## config.mk

```make
export PLATFORM = sky130hd
export DESIGN_NAME = brf_merge
export DESIGN_NICKNAME = d
export VERILOG_FILES = /design/src/rtl/brf_pkg.sv /design/src/rtl/brf_merge.sv
export SDC_FILE = /design/constraint.sdc
export NUM_CORES = 1
export LEC_CHECK = 0
export BUFFER_PORTS_ARGS = -buffer_cell sky130_fd_sc_hd__buf_2
export CAP_MARGIN = 20
export CORE_MARGIN = 5
export CORE_UTILIZATION = 40
export DETAILED_ROUTE_END_ITERATION = 7
export PLACE_DENSITY = 0.69
export REMOVE_ABC_BUFFERS = 1
export SYNTH_ARGS = -nofsm -noshare
export SYNTH_HDL_FRONTEND = slang
export SYNTH_SLANG_ARGS = --single-unit
```

## constraint.sdc

```tcl
create_clock -name vclk -period 2.9
set_input_delay 0.29 -clock vclk [all_inputs]
set_output_delay 0.29 -clock vclk [all_outputs]
set_load 0.02 [all_outputs]
```

## src/rtl/brf_pkg.sv

```systemverilog
// brf_pkg: shared types and constants of the chunked byte ring fifo
// used by brf_lane, brf_merge and byte_ring_fifo_chunked; no dependencies
`timescale 1ns / 1ps

package brf_pkg;

   // one byte lane per byte of a transaction
   localparam int LANE_COUNT   = 8;
   localparam int LANE_BITS    = 3;
   localparam int BYTE_W       = 8;
   localparam int DATA_W       = LANE_COUNT * BYTE_W;
   localparam int LEN_W        = 4;
   localparam int CNT_W        = 11;
   localparam int MAX_TRANSFER = 8;

   // command codes
   localparam logic CMD_WRITE = 1'b0;
   localparam logic CMD_READ  = 1'b1;

   // capacity after reset
   localparam logic [CNT_W-1:0] CAP_RESET = 11'd1024;

   // per-lane control for one transaction
   typedef struct packed {
      logic             wr_go;
      logic             rd_go;
      logic [LEN_W-1:0] len;
   } lane_ctl_type;

endpackage

```

## src/rtl/brf_merge.sv

```systemverilog
// brf_merge: rotates the lane read bytes into transaction order and masks
// the bytes past the length, or all bytes when not enabled; depends on brf_pkg
`timescale 1ns / 1ps

module brf_merge (
   input  logic                                 enable,
   input  logic [brf_pkg::LANE_BITS-1:0]        rot,
   input  logic [brf_pkg::LEN_W-1:0]            len,
   input  logic [brf_pkg::DATA_W-1:0]           lane_bytes,
   output logic [brf_pkg::DATA_W-1:0]           read_bytes
);

   // byte i comes from lane (rot + i) mod lane count
   always_comb begin
      logic [brf_pkg::LANE_BITS-1:0] src;
      read_bytes = '0;
      for (int i = 0; i < brf_pkg::LANE_COUNT; i++) begin
         src = rot + brf_pkg::LANE_BITS'(i);
         if (enable && (brf_pkg::LEN_W'(i) < len)) begin
            read_bytes[i*brf_pkg::BYTE_W +: brf_pkg::BYTE_W] =
               lane_bytes[src*brf_pkg::BYTE_W +: brf_pkg::BYTE_W];
         end
      end
   end

endmodule

```

Yosys cells after proc, flatten, opt, wreduce, memory -nomap -nowiden
Index checks and enable logic that the tools add are counted.
Widths: inputs -> output; s select.
{"block": "word_totals", "regBits": 0, "inputBits": 72, "output_inout_bits": 64, "elab_cells": 39}
{"block": "op_classes", "add_sub_neg": 7, "order_cmp": 8, "shift": 8, "muxes": 8, "reduce_logical": 8}
{"op": "$shiftx 64x7->8", "count": 8}
{"op": "$mux 8", "count": 8}
{"op": "$lt 3x4->1 const A", "count": 4}
{"op": "$add 3x3->3 const B", "count": 4}
{"op": "$logic_and 1x1->1", "count": 8}
{"op": "$lt 1x4->1 const A", "count": 2}
{"op": "$lt 2x4->1 const A", "count": 2}
{"op": "$add 3x2->3 const B", "count": 2}
{"op": "$add 3x1->3 const B", "count": 1}

Logic depth before layout (Yosys ltp)
{"block": "depth", "ltp_word": 3, "depth_mapped": 10, "mapped_depth_nobuf": 5}

Worst setup path before layout
Ideal clock, no wire load.
{"block": "synth_path", "kind": "input-to-output", "startpoint": "input port rot[1] in the netlist's numbering", "endpoint": "output port read_bytes[57] in the netlist's numbering", "arrival_ps": 2167, "required_time_ps": 2610, "setup_slack_ps": 443, "cell_stages": 10, "path_buffers": 5, "path_cell_list": "buf_6 -> buf_6 -> buf_6 -> inv_1 -> ha_1 -> buf_6 -> buf_12 -> mux2i_1 -> mux2_2 -> o22ai_1"}
{"block": "synth_via", "elab_chain_len": 3}
{"element": "start, declared", "line": "brf_merge.sv:7", "rtl": "input logic [brf_pkg::LANE_BITS-1:0] rot,"}
{"element": "$add 3x3->3", "line": "brf_merge.sv:18", "rtl": "src = rot + brf_pkg::LANE_BITS'(i);"}
{"element": "$shiftx 64x7->8", "line": "brf_merge.sv:21", "rtl": "lane_bytes[src*brf_pkg::BYTE_W +: brf_pkg::BYTE_W];"}
{"element": "$mux 8", "line": "brf_merge.sv:19", "rtl": "if (enable && (brf_pkg::LEN_W'(i) < len)) begin"}
{"element": "end, declared", "line": "brf_merge.sv:10", "rtl": "output logic [brf_pkg::DATA_W-1:0] read_bytes"}
Every way passes these cells.

Final worst setup path
{"block": "layout_path", "startpoint": "input port rot[1] in the netlist's numbering", "endpoint": "output port read_bytes[10] in the netlist's numbering"}
{"block": "layout_via", "elab_chain_len": 3}
{"element": "$add 3x1->3", "line": "brf_merge.sv:18"}
{"element": "$shiftx 64x7->8", "line": "brf_merge.sv:21"}
{"element": "$mux 8", "line": "brf_merge.sv:19"}
Every way passes these cells.

==> results.sh <==
export IMPL_die_h_um=98.1
export IMPL_postSynthAreaPerCell_um2=10.8
export IMPL_cpMostUsedCell="buf_2"
export IMPL_yosysSeqAreaShare_pct=0
export IMPL_crit_slowest_cell="nor2_1"
export IMPL_wirelength_mm=11.8
export IMPL_arrival_ns=2.30
export IMPL_die_width_um=98.1
export IMPL_drtAntennaViolNets=0
export IMPL_grt_pass1_vias=3380
export IMPL_ys_warnings_count=0
export IMPL_crit_type="input pin to output pin"
export IMPL_io_buffers=136
export IMPL_cts_setup_buffers=0
export IMPL_route_detailed_drc=0
export IMPL_leakage_nw=1.88
export IMPL_regArea_um2=0
export IMPL_wl_per_cell_um=22.7
export IMPL_gr_total_overflow=0
export IMPL_netlist_top_cell_by_area="mux4_2"
export IMPL_layout_cells_non_filler=517
export IMPL_hpwl_mm=8.79
export IMPL_grt_pass1_wl_mm=18.5
export IMPL_place_area_um2=3780
export IMPL_ioPinCount=136
export IMPL_worstPathCellList="buf_2 -> buf_4 -> ha_1 -> xor2_1 -> nor2_1 -> a22o_1 -> buf_2"
export IMPL_grt_max_degree=38
export IMPL_dpl_worst_slack_ns=0.383
export IMPL_first_iter_violations=387
export IMPL_worstMarginPinSlew_ns=1.09
export IMPL_fp_row_count=32
export IMPL_area_growth_pct=22.0
export IMPL_power_mw=0.841
export IMPL_gp_congestion=0.865
export IMPL_postCtsResizedCells=0
export IMPL_dp_cells=517
export IMPL_power_density_nw_per_um2=222
export IMPL_via_per_inst=6.53
export IMPL_fin_crit_sh_pct=89.2
export IMPL_slew_viol_final=0
export IMPL_critPathLaunchType="input pin"
export IMPL_die_area_um2=9620
export IMPL_netlist_instances=286
export IMPL_clkbuf_count=0
export IMPL_layout_commonest_cell="buf_2"
export IMPL_cp_end_kind="output pin"
export IMPL_max_slew_margin_rel_pct=26.9
export IMPL_hp_class="input pin to output pin"
export IMPL_dr_total_vias=3376
export IMPL_core_area_um2=7650
export IMPL_synth_cell_types=36
export IMPL_outcome="complete, no violations"
export IMPL_synth_top_area_share_pct=29.0
export IMPL_rsz0062_at_grt="false"
export IMPL_worst_hold_slack_ns=1.20
export IMPL_period_needed_ns=2.59
export IMPL_start_util_pct=40.6
export IMPL_finalInstanceArea_um2=3780
export IMPL_cpPeakStageDelay_ns=0.79
export IMPL_synth_area_um2=3100
export IMPL_peakVddDrop_uv=108
export IMPL_mostFrequentLayoutCells="buf_2, mux2i_1, mux4_2, a22o_1, o22ai_1"
export IMPL_cts_hold_buf=0
export IMPL_max_cap_violations=0
export IMPL_worst_slack_ns=0.313
export IMPL_setup_violations=0
export IMPL_hold_viol=0
export IMPL_synth_area_leaders="mux4_2, mux2i_1, a22o_1"
export IMPL_clock_fmax_mhz=387
export IMPL_groute_usage_overall_pct=23.4
export IMPL_numSequentialCells=0
export IMPL_antenna_found_initial=0
export IMPL_layout_drive_gt1_share_pct=52.0
export IMPL_filler_cell_count=765
export IMPL_final_nets=491
export IMPL_antenna_cells=0
export IMPL_cp_required_ns=2.61
export IMPL_dr_pass1_iters=5
export IMPL_cp_max_fo=21
-- Yosys cell counts (all sizes together) --
library cell,instances
mux4,48
ha,2
a22o,32
o31ai,1
and3,8
a21oi,3
a21boi,1
a22oi,16
nor3b,2
a211o,1
clkbuf,4
mux2,16
inv,19
nand2b,1
and2b,1
mux2i,64
nand3,5
nor2b,1
nor2,5
and2,1
nor4,1
buf,22
xnor2,2
o21ai,1
o211ai,2
xor2,2
nand2,1
o22ai,24
-- routing by layer --
| metal | share of wire (%) | GRT usage (%) | routed length, um |
|---|---|---|---|
| met2 | 49 | 40.1 | 5780 |
| met5 | 0 | 0 | 0 |
| met1 | 40 | 31.7 | 4670 |
| met3 | 9.5 | 2.86 | 1120 |
| met4 | 1.6 | 4.90 | 185 |
-- metrics by stage --
stage          setup TNS (ns)  util, %
2_1_floorplan           -7.34        -
3_3_place_gp                0     49.5
3_5_place_dp                0     49.5
4_1_cts                     0     49.5
5_1_grt                     0     49.5
6_report                    0     49.5
-- path summary, 6_finish.rpt --
| path | cells after the start | start | endpoint | slack, ns |
|---|---|---|---|---|
| worst max-delay path | 7 | rot[1] | read_bytes[10] | 0.31 |
| worst min-delay path | 5 | lane_bytes[29] | read_bytes[61] | 1.20 |
-- where the power goes --
group / switching [mW] / total (mW) / internal [mW] / leakage [nW]
registers: 0 / 0 / 0 / 0
clock network: 0 / 0 / 0 / 0
logic: 0.465 / 0.841 / 0.377 / 1.88
-- logic make-up (layout without fill, tap and decap cells) --
kind of cell	after synthesis	after routing	share of synthesized area [%]
AO/OA/AOI/OAI	81	81	19.8
adder cells (fa/ha/maj)	2	2	0.807
buffers and inverters	45	174	11.0
multiplexers	128	128	62.3
AND/OR/NAND/NOR	26	26	5.00
XOR/XNOR	4	4	1.13
-- final cells by class --
type	instances	area, um^2	area share (%)
timing repair buffer	155	823	21.8
multi-input combinational	241	2760	73.0
inverter	19	71.3	1.88
tap	102	128	3.37
-- worst max-delay path: cells and delay by family --
family | cells | cell delay (ns)
xor+xnor | 1 | 0.10
compound gates | 1 | 0.26
fa+ha+maj | 1 | 0.26
simple gates | 1 | 0.79
buf+inv | 3 | 0.60
No activity file was read; power rests on OpenSTA's default activity.
