$ cat src/rtl/brf_pkg.sv
// brf_pkg: shared types and constants of the chunked byte ring fifo
// used by brf_lane, brf_merge and byte_ring_fifo_chunked; no dependencies
`timescale 1ns / 1ps

package brf_pkg;

   // one byte lane per byte of a transaction
   localparam int LANE_COUNT   = 8;
   localparam int LANE_BITS    = 3;
   localparam int BYTE_W       = 8;
   localparam int DATA_W       = LANE_COUNT * BYTE_W;
   localparam int LEN_W        = 4;
   localparam int CNT_W        = 11;
   localparam int MAX_TRANSFER = 8;

   // command codes
   localparam logic CMD_WRITE = 1'b0;
   localparam logic CMD_READ  = 1'b1;

   // capacity after reset
   localparam logic [CNT_W-1:0] CAP_RESET = 11'd1024;

   // per-lane control for one transaction
   typedef struct packed {
      logic             wr_go;
      logic             rd_go;
      logic [LEN_W-1:0] len;
   } lane_ctl_type;

endpackage

$ cat src/rtl/brf_ram.sv
// brf_ram: generic single-write, single-read ram with registered read data
// no dependencies
`timescale 1ns / 1ps

module brf_ram #(
   parameter int WIDTH = 8,
   parameter int DEPTH = 128
) (
   input  logic                                     clock,
   input  logic                                     wr_en,
   input  logic [(DEPTH > 1 ? $clog2(DEPTH) : 1)-1:0] wr_addr,
   input  logic [WIDTH-1:0]                         wr_data,
   input  logic                                     rd_en,
   input  logic [(DEPTH > 1 ? $clog2(DEPTH) : 1)-1:0] rd_addr,
   output logic [WIDTH-1:0]                         rd_data
);

   logic [WIDTH-1:0] mem_ff [DEPTH];
   logic [WIDTH-1:0] rd_data_ff;

   // write port
   always_ff @(posedge clock) begin
      if (wr_en) begin
         mem_ff[wr_addr] <= wr_data;
      end
   end

   // registered read port, holds while not enabled
   always_ff @(posedge clock) begin
      if (rd_en) begin
         rd_data_ff <= mem_ff[rd_addr];
      end
   end

   assign rd_data = rd_data_ff;

endmodule

$ cat src/rtl/brf_lane.sv
// brf_lane: one byte lane of the ring, address generation and its ram bank
// depends on brf_pkg and brf_ram
`timescale 1ns / 1ps

module brf_lane #(
   parameter int LANE  = 0,
   parameter int PTR_W = 10
) (
   input  logic                          clock,
   input  brf_pkg::lane_ctl_type         ctl,
   input  logic [PTR_W-1:0]              wr_ptr,
   input  logic [PTR_W-1:0]              rd_ptr,
   input  logic [brf_pkg::DATA_W-1:0]    write_bytes,
   output logic [brf_pkg::BYTE_W-1:0]    rd_byte
);

   localparam int ROW_W = PTR_W - brf_pkg::LANE_BITS;
   localparam int ROWS  = 1 << ROW_W;

   logic [brf_pkg::LANE_BITS-1:0] wr_idx;
   logic [brf_pkg::LANE_BITS-1:0] rd_idx;
   logic [PTR_W-1:0]              wr_pos;
   logic [PTR_W-1:0]              rd_pos;
   logic [brf_pkg::DATA_W-1:0]    shifted;
   logic                          wr_en;
   logic                          rd_en;

   // byte index of the transaction that lands on this lane
   assign wr_idx = brf_pkg::LANE_BITS'(LANE) - wr_ptr[brf_pkg::LANE_BITS-1:0];
   assign rd_idx = brf_pkg::LANE_BITS'(LANE) - rd_ptr[brf_pkg::LANE_BITS-1:0];
   assign wr_pos = wr_ptr + PTR_W'(wr_idx);
   assign rd_pos = rd_ptr + PTR_W'(rd_idx);

   // pick this lane's byte out of the write word
   assign shifted = write_bytes >> {wr_idx, 3'b000};

   assign wr_en = ctl.wr_go && ({1'b0, wr_idx} < ctl.len);
   assign rd_en = ctl.rd_go;

   brf_ram #(
      .WIDTH(brf_pkg::BYTE_W),
      .DEPTH(ROWS)
   ) u_bank (
      .clock  (clock),
      .wr_en  (wr_en),
      .wr_addr(wr_pos[PTR_W-1:brf_pkg::LANE_BITS]),
      .wr_data(shifted[brf_pkg::BYTE_W-1:0]),
      .rd_en  (rd_en),
      .rd_addr(rd_pos[PTR_W-1:brf_pkg::LANE_BITS]),
      .rd_data(rd_byte)
   );

endmodule

$ cat config.mk
export PLATFORM = sky130hd
export DESIGN_NAME = brf_lane
export DESIGN_NICKNAME = d
export VERILOG_FILES = /design/src/rtl/brf_pkg.sv /design/src/rtl/brf_ram.sv /design/src/rtl/brf_lane.sv
export SDC_FILE = /design/constraint.sdc
export NUM_CORES = 1
export LEC_CHECK = 0
export BUFFER_PORTS_ARGS = -buffer_cell sky130_fd_sc_hd__buf_2
export CORE_UTILIZATION = 50
export DETAILED_ROUTE_END_ITERATION = 10
export PLACE_DENSITY = 0.68
export RECOVER_POWER = 100
export SYNTH_ARGS = -nofsm -noshare
export SYNTH_HDL_FRONTEND = slang
export SYNTH_HIERARCHICAL = 1
export SYNTH_SLANG_ARGS = --single-unit
$ cat constraint.sdc
create_clock -name clock -period 5.5 [get_ports clock]
set_input_delay 0.55 -clock clock [delete_from_list [all_inputs] [get_ports clock]]
set_output_delay 0.55 -clock clock [all_outputs]
set_load 0.1 [all_outputs]
* Word level (Yosys, flattened, before mapping)
Memories as Yosys holds them, arrays and structs flattened. A register that Yosys moved wholly into a read port is not among the register bits.
Cells that the tools add are included.
** Cells by class
- Muxes and demuxes :: 2
- Reduce and logical (&&, ||, !) cells :: 1
- $lt $le $gt $ge :: 1
- Shift operators :: 1
- $add $sub $neg :: 4
** Operators with widths (number)
- 64-bit by 6-bit right shift with 8-bit output :: 1
- 10-bit by 3-bit adder with 10-bit output :: 2
- 1-bit by 3-bit subtractor with 3-bit output (first input constant) :: 2
- 3-bit by 4-bit < comparator with 1-bit output :: 1
- 1-bit two-way mux :: 2
- 1-bit logical AND :: 1
** Word-level totals
- Output and inout bits :: 8
- Bits in writable memories :: 1024
- Bits in registers :: 0
- Input bits :: 91
- Memories :: 1
** Memory list
- u_bank.mem_ff :: depth 128, width 8, rd ports 1, clocked after Yosys merged registers in 1, write ports 1, line brf_ram.sv:18 : logic [WIDTH-1:0] mem_ff [DEPTH];

* Longest topological paths before layout
Gate-level depths: netlist of the first run.
- Depth in word-level cells :: 5
- Gate-level depth with buffers :: 15
- Mapped depth without buffers :: 11

* By module
The synthesis of the first run kept the hierarchy.
** By module, submodules not included
- brf_ram :: area an instance 39745.6 µm², sequential area each 30989.7 µm², cells each 1635, instances 1
- brf_lane :: area an instance 1036.0 µm², sequential area each 0.0 µm², cells each 108, instances 1

* Worst setup path before layout of the first run
OpenSTA, ideal clock, no wires.
- Kind :: in2reg
- Start :: input port rd_ptr[0]
- End :: register u_bank.rd_data_ff[0], in the netlist u_bank/rd_data[0] (read register of u_bank.mem_ff) (data pin)
- Stages on the path :: 12
- Setup time :: 260 ps
- Arrival time :: 4011 ps
- Slack :: 1229 ps
- Path buffers :: 2
- Required time :: 5240 ps
- Cell sequence :: inv_1 ha_1 ha_1 xnor2_1 a31oi_2 xnor2_1 clkbuf_1 buf_1 mux4_2 mux4_2 mux4_2 mux2_2
** Between the ends
- Longest elaborated chain between the ends :: 2
** Ends and longest elaborated chain
- start: declaration :: line brf_lane.sv:12 : input logic [PTR_W-1:0] rd_ptr,
- 1-bit by 3-bit subtractor with 3-bit output :: line brf_lane.sv:30 : assign rd_idx = brf_pkg::LANE_BITS'(LANE) - rd_ptr[brf_pkg::LANE_BITS-1:0];
- 10-bit by 3-bit adder with 10-bit output (*) :: line brf_lane.sv:32 : assign rd_pos = rd_ptr + PTR_W'(rd_idx);
- named net rd_pos[3] :: line brf_lane.sv:23 : logic [PTR_W-1:0] rd_pos;
- end: declaration :: line brf_ram.sv:19 : logic [WIDTH-1:0] rd_data_ff;
The timed path passes the listed nets; every way through them passes the cells marked *.

* Final worst setup path of the first run
- Start :: input port rd_ptr[0]
- End :: register u_bank.rd_data_ff[5], in the netlist u_bank/rd_data[5] (read register of u_bank.mem_ff) (data pin)
Same word-level chain as after synthesis.

==> results of run 1 <==
[cell usage after synthesis, types with 9 or more instances]
cell type     n  area (µm²)
nand2_1      41         154
nand3_1      15        75.1
nor2_1      126         473
buf_1        18        67.6
mux2_2       10         113
nor3_1        9        45.0
mux4_2      345        7770
buf_2        16        80.1
buf_4        12        90.1
edfxtp_1   1032       31000
clkbuf_1     44         165
[area by class of cell]
| type | count | area [µm²] | share of cell area |
|---|---|---|---|
| Antenna cell | 1 | 2.50 | 0.0000543 |
| Clock buffer | 119 | 2570 | 0.0558 |
| Clock inverter | 56 | 538 | 0.0117 |
| Inverter | 9 | 33.8 | 0.000733 |
| Multi-Input combinational cell | 608 | 9330 | 0.202 |
| Sequential cell | 1032 | 31000 | 0.672 |
| Tap cell | 1060 | 1330 | 0.0288 |
| Timing Repair Buffer | 237 | 1320 | 0.0287 |
[placed cells by master (no fill, tap or decap), types with 3 or more instances in the layout]
master / synthesis / routed
clkinvlp_4: 0 / 3
nand3_1: 15 / 15
nor2_1: 126 / 126
edfxtp_1: 1032 / 1032
clkbuf_1: 44 / 125
bufinv_16: 0 / 9
buf_2: 16 / 88
buf_4: 12 / 23
buf_12: 1 / 14
ha_1: 8 / 8
nand2b_1: 5 / 5
clkinv_1: 1 / 19
mux2_2: 10 / 10
nor3_1: 9 / 9
mux4_1: 7 / 7
nand4_1: 4 / 4
xor2_1: 8 / 6
xnor2_2: 1 / 3
clkbuf_16: 0 / 100
nand2_1: 41 / 40
inv_1: 8 / 8
mux4_2: 345 / 345
inv_6: 0 / 4
clkbuf_2: 0 / 6
nor2b_1: 8 / 8
xnor2_1: 8 / 6
clkinv_2: 0 / 19
[logic make-up (layout without fill, tap and decap cells)]
family,Yosys count,count (layout),share of synthesized area
flip-flops,1032,1032,0.760
other,0,1,0
buffers and inverters,103,421,0.0120
AO/OA/AOI/OAI,7,7,0.00163
XOR/XNOR,18,18,0.00423
multiplexers,362,362,0.198
AND/OR/NAND/NOR,213,213,0.0220
adder cells (fa/ha/maj),8,8,0.00245
[flip-flops by register name, summed over array words and instances, names as in the netlist]
register        cells
u_bank/mem_ff    1024
u_bank/rd_data      8
[power by group through the flow]
stage | combinational, W | sequential [W] | clock, W
finish | 0.00232 | 0.00910 | 0.00656
global route | 0.00244 | 0.00911 | 0.00697
CTS | 0.00238 | 0.00906 | 0.00668
detailed placement | 0.00237 | 0.00923 | 0
global placement | 0.00231 | 0.00922 | 0
floorplan | 0.00143 | 0.00936 | 0
[path summary, 6_finish.rpt]
| check | start | depth (start not counted) | to |
|---|---|---|---|
| hold / removal | ctl[4] | 1 | u_bank/rd_data[7] |
| setup / recovery | rd_ptr[0] | 13 | u_bank/rd_data[5] |
| setup reg to reg | u_bank/mem_ff[13][0] | 4 | u_bank/rd_data[0] |
| hold reg to reg | u_bank/mem_ff[62][3] | 4 | u_bank/rd_data[3] |
[layer usage]
layer	share of wire	vias up
met5	0.00014	-
met4	0.025	2
met3	0.095	135
met2	0.49	1038
met1	0.39	10300
li1	-	7907
[through the flow]
step	power (W)	utilization	cells	setup slack (ns)	hold slack [ns]
6_report	0.0180	0.572	3122	0.679	0.495
5_1_grt	0.0185	0.572	3121	0.487	0.496
3_5_place_dp	0.0116	0.539	2946	0.388	0.976
3_3_place_gp	0.0115	0.539	2946	0.427	0.971
4_1_cts	0.0181	0.577	3121	1.06	0.285
2_1_floorplan	0.0108	-	1743	1.23	0.662
==> impl_metrics.ini, run 1 <==
[status]
status = complete, but fails checks
failed_checks = design-rule violations, max-capacitance violations, max-slew violations

[layout]
final_layout_size_suffix_gt1_frac = 0.307
num-fill-cells = 5838
nets = 2086
syn2layout_area_growth_pct = 13.1
final_area_um2 = 46100

[run]
cap_violations = 9

[place]
port-buffer-count = 98
place_congestion = 0.855
dp_hpwl_mm = 58.2
dpl-instance-area_um2 = 43500

[floorplan]
die-area_um2 = 82700
dieHeight_um = 288
pin_count = 99
core_um2 = 80700
chipWidth_um = 288
std_cell_rows = 104
initial_utilization = 0.505

[global_route]
met3_usage = 0.0417
grt_max_degree = 100
gr-total-overflow = 0
use_met2 = 0.371
grt_pass1_wl_mm = 137
grt_busiest_layer = met2
grt_pass1_vias = 19800
antenna_found_initial = 1
grt_usage = 0.232
grtUsageMet1 = 0.328

[clocking]
post_cts_buffers = 0
clock-sinks = 1032
root_buffer = clkbuf_16
cts.repair.resized = 0
clock_path_buffers = 3
numCtsBuffers = 99
clkTransAtPathRegs_ns = 0.06
ctsHoldBuffers = 0
cts_max_level = 3
cts_tree = yes
clk_latency_ns = 0.67

[power]
pwr-share-comb = 0.129
pwr-share-seq = 0.506
p_clk_frac = 0.365
switching_share = 0.235
max-vdd-ir-drop_mv = 0.261
switchingPower_w = 0.00423
p_per_area_nw_per_um2 = 390
leakagePower_nw = 13.9
p_int_w = 0.0138

[drt]
route.detailed.drc = 8
wl_mm = 93.5
vias = 19400
drtIter0Drc = 2348
via_per_inst = 6.22
routedWlPerCell_um = 30.0
detail-route-antenna-nets = 0
drtPass1Iterations = 8

[synth]
synth_area_per_cell_um2 = 23.4
yosysSeqAreaShare = 0.760
synthesis.nets = 1842
synth_cells = 1743
synthArstFlopShare = 0
synth_flop_cell = edfxtp_1
yosysWarnings = 6
synth_cell_types = 34
synth.cell_area_um2 = 40800
synth_edf_count = 1032
synth-seq-cells = 1032

[setup_path]
cp.required_ns = 5.90
cp.buffers_inverters = 4
cp_max_fo = 20
slowest_stage = clkbuf_2
path_cells = buf_2 > inv_1 > ha_1 > ha_1 > xnor2_1 > a31oi_2 > xnor2_1 > clkbuf_2 > buf_4 > mux4_2 > mux4_2 > mux4_2 > mux2_2
cpMostUsedCell = mux4_2
cp-end-kind = flip-flop
critPathKind = in2reg
cpPeakStageDelay_ns = 0.73
r2r_slack_ns = 2.85
startpoint_type = primary input
crit_arrival_ns = 5.22
crit_family = multiplexers

[sta]
finalCritPeriodShare = 0.877
drv_slew = 666
fin_skew_ns = 0.0261
max_freq_mhz = 207
post-route-min-period_ns = 4.82
hold_viol_final = 0
relSlewSlack = -1.04
setup_violations = 0
tightestPinTransition_ns = 3.05
fin_setup_tns_ns = 0
rsz0062_at_grt = no

[hold_path]
hp-class = in2reg
(Power assumes the default switching activity.)
==> run 2, diff against run 1 <==
Settings changed: ABC_AREA set to 1.
==> impl_metrics.ini, run 2 <==
[layout]
final_area_um2 = 47800
seqCellArea_um2 = 31000
layout_common_cells = nand2_1, edfxtp_1, nand3_1
layout_commonest_cell = nand2_1
syn2layout_area_growth_pct = 9.96
final_layout_size_suffix_gt1_frac = 0.0741
largest_reg_flops = 1024
nets = 3934
multiInputGateArea_um2 = 10900
top_register = u_bank/mem_ff
num-fill-cells = 7003

[clocking]
clock-sinks = 1032
clkTransAtPathRegs_ns = 0.06
ctsHoldBuffers = 0
post_cts_buffers = 0
root_buffer = clkbuf_16
clk_latency_ns = 0.66
clock_path_buffers = 3
cts.repair.resized = 0
numCtsBuffers = 101
cts_max_level = 3
cts_tree = yes

[setup_path]
crit-reg2reg-launch = u_bank/mem_ff[70][1]
cp_max_fo = 33
r2r_end = u_bank/rd_data[1]
r2r_cells = 10
cp.required_ns = 5.74
startpoint_type = primary input
cp-end-kind = flip-flop
crit_arrival_ns = 4.99
r2r_slack_ns = 3.69
critPathKind = in2reg

[power]
max-vdd-ir-drop_mv = 0.321
leakagePower_nw = 16.9
p_per_area_nw_per_um2 = 393

[sta]
tightestPinTransition_ns = 2.48
fin_skew_ns = 0.0309
drv_slew = 759
setup_violations = 0
fin_setup_tns_ns = 0
relSlewSlack = -0.658
finalCritPeriodShare = 0.864
hold_viol_final = 0
rsz0062_at_grt = no
max_freq_mhz = 210
post-route-min-period_ns = 4.75

[hold_path]
min_to = u_bank/rd_data[3]
hp-class = in2reg
min-delay-start = ctl[4]
whs_path_depth = 1

[drt]
detail-route-antenna-nets = 0
via_per_inst = 5.80
drtIter0Drc = 3618
routedWlPerCell_um = 22.0
wl_mm = 111
route.detailed.drc = 0
drtPass1Iterations = 8
vias = 29300

[global_route]
gr-total-overflow = 0
grt_usage = 0.250
grt_max_degree = 208
grt_pass1_wl_mm = 168
antenna_found_initial = 1
grt_pass1_vias = 27400

[synth]
synth_cells = 3824
yosysWarnings = 6
synth_cell_types = 30
synth.cell_area_um2 = 43400
synth_top_cell_by_area = edfxtp_1
synthesis.nets = 3923
synth-seq-cells = 1032
yosysMostFrequentCell = nand2_1
yosysSeqAreaShare = 0.713
synth_common_cells = nand2_1, edfxtp_1, nand3_1
synth_edf_count = 1032
synth_area_per_cell_um2 = 11.4
yosys-top-cells-area = edfxtp_1, nand2_1, nand3_1
synthArstFlopShare = 0
yosysTopAreaCellShare = 0.713
synth_flop_cell = edfxtp_1

[floorplan]
chipWidth_um = 297
initial_utilization = 0.508
die-area_um2 = 88100
pin_count = 99
core_um2 = 85500
dieHeight_um = 297
std_cell_rows = 107

[place]
dp_hpwl_mm = 62.6
port-buffer-count = 98
dpl-instance-area_um2 = 44600
place_congestion = 0.864

[status]
failed_checks = max-capacitance violations, max-slew violations
status = complete, but fails checks

[run]
cap_violations = 15
[run 2: cell count changes after synthesis, sizes merged, moves of 7 or more]
| cell | change |
|---|---|
| buf | +159 |
| clkbuf | -10 |
| inv | +40 |
| mux2 | -10 |
| mux4 | -352 |
| nand2 | +1247 |
| nand3 | +923 |
| nor2 | +64 |
| nor2b | -8 |
| o21ai | +52 |
| xnor2 | -7 |
[run 2: how the worst max path moves through the flow]
stage          cells past startpoint  startpoint  slack [ns]               endpoint
2_1_floorplan                     11   wr_ptr[0]        1.75    u_bank/mem_ff[0][0]
3_3_place_gp                      15   wr_ptr[1]        0.75   u_bank/mem_ff[26][7]
3_5_place_dp                      15   wr_ptr[0]        0.73   u_bank/mem_ff[26][5]
4_1_cts                           15   wr_ptr[0]        1.42   u_bank/mem_ff[26][4]
5_1_grt                            9   wr_ptr[1]        0.48   u_bank/mem_ff[40][1]
6_report                          13   wr_ptr[1]        0.75  u_bank/mem_ff[104][2]
[run 2: through the flow]
| step | cells | hold slack (ns) | setup slack, ns | total power [W] | util |
|---|---|---|---|---|---|
| 2_1_floorplan | 3824 | 0.662 | 1.75 | 0.0111 | - |
| 6_report | 5059 | 0.389 | 0.746 | 0.0188 | 0.558 |
| 5_1_grt | 5059 | 0.403 | 0.479 | 0.0194 | 0.558 |
| 3_5_place_dp | 4876 | 0.937 | 0.731 | 0.0120 | 0.522 |
| 4_1_cts | 5058 | 0.236 | 1.42 | 0.0188 | 0.560 |
| 3_3_place_gp | 4876 | 0.931 | 0.754 | 0.0120 | 0.522 |
[run 2: cells by family after synthesis]
logic type                 count (synthesis)  share of synthesized area
and+or+nand+nor                         2433                      0.239
DFF                                     1032                      0.713
buffers and inverters                    292                     0.0377
AOI/OAI and AO/OA                         54                    0.00637
adders and majority gates                  8                    0.00230
xor gates and xnor gates                   5                    0.00101
[run 2: layout make-up]
type / instances / area share
Sequential cell: 1032 / 0.649
Multi-Input combinational cell: 2500 / 0.228
Clock buffer: 127 / 0.0558
Tap cell: 1144 / 0.0300
Timing Repair Buffer: 151 / 0.0209
Clock inverter: 55 / 0.0125
Inverter: 49 / 0.00437
Antenna cell: 1 / 0.0000524
[run 2: critical path: stages]
cell and delay, ns:
clkbuf_1 0.15, inv_1 0.07, ha_1 0.31, clkbuf_1 0.84, ha_1 0.29, inv_1 0.04
nand2_1 0.06, a21oi_1 0.05, o21a_1 0.24, clkbuf_1 0.25, nand2_1 0.12, clkbuf_1 1.37
nor2_1 0.62
[run 2: metal layers]
metal	routed length (µm)	global-route usage
met5	0	0
met2	51700	0.389
met1	46100	0.362
met3	10600	0.0411
met4	2840	0.0750
[run 2: report_power, final]
group	internal [W]	leakage [nW]	switching (W)
registers	0.00907	8.91	0.0000221
logic	0.000646	6.37	0.00217
clock network	0.00399	1.58	0.00287
total	0.0137	16.9	0.00506
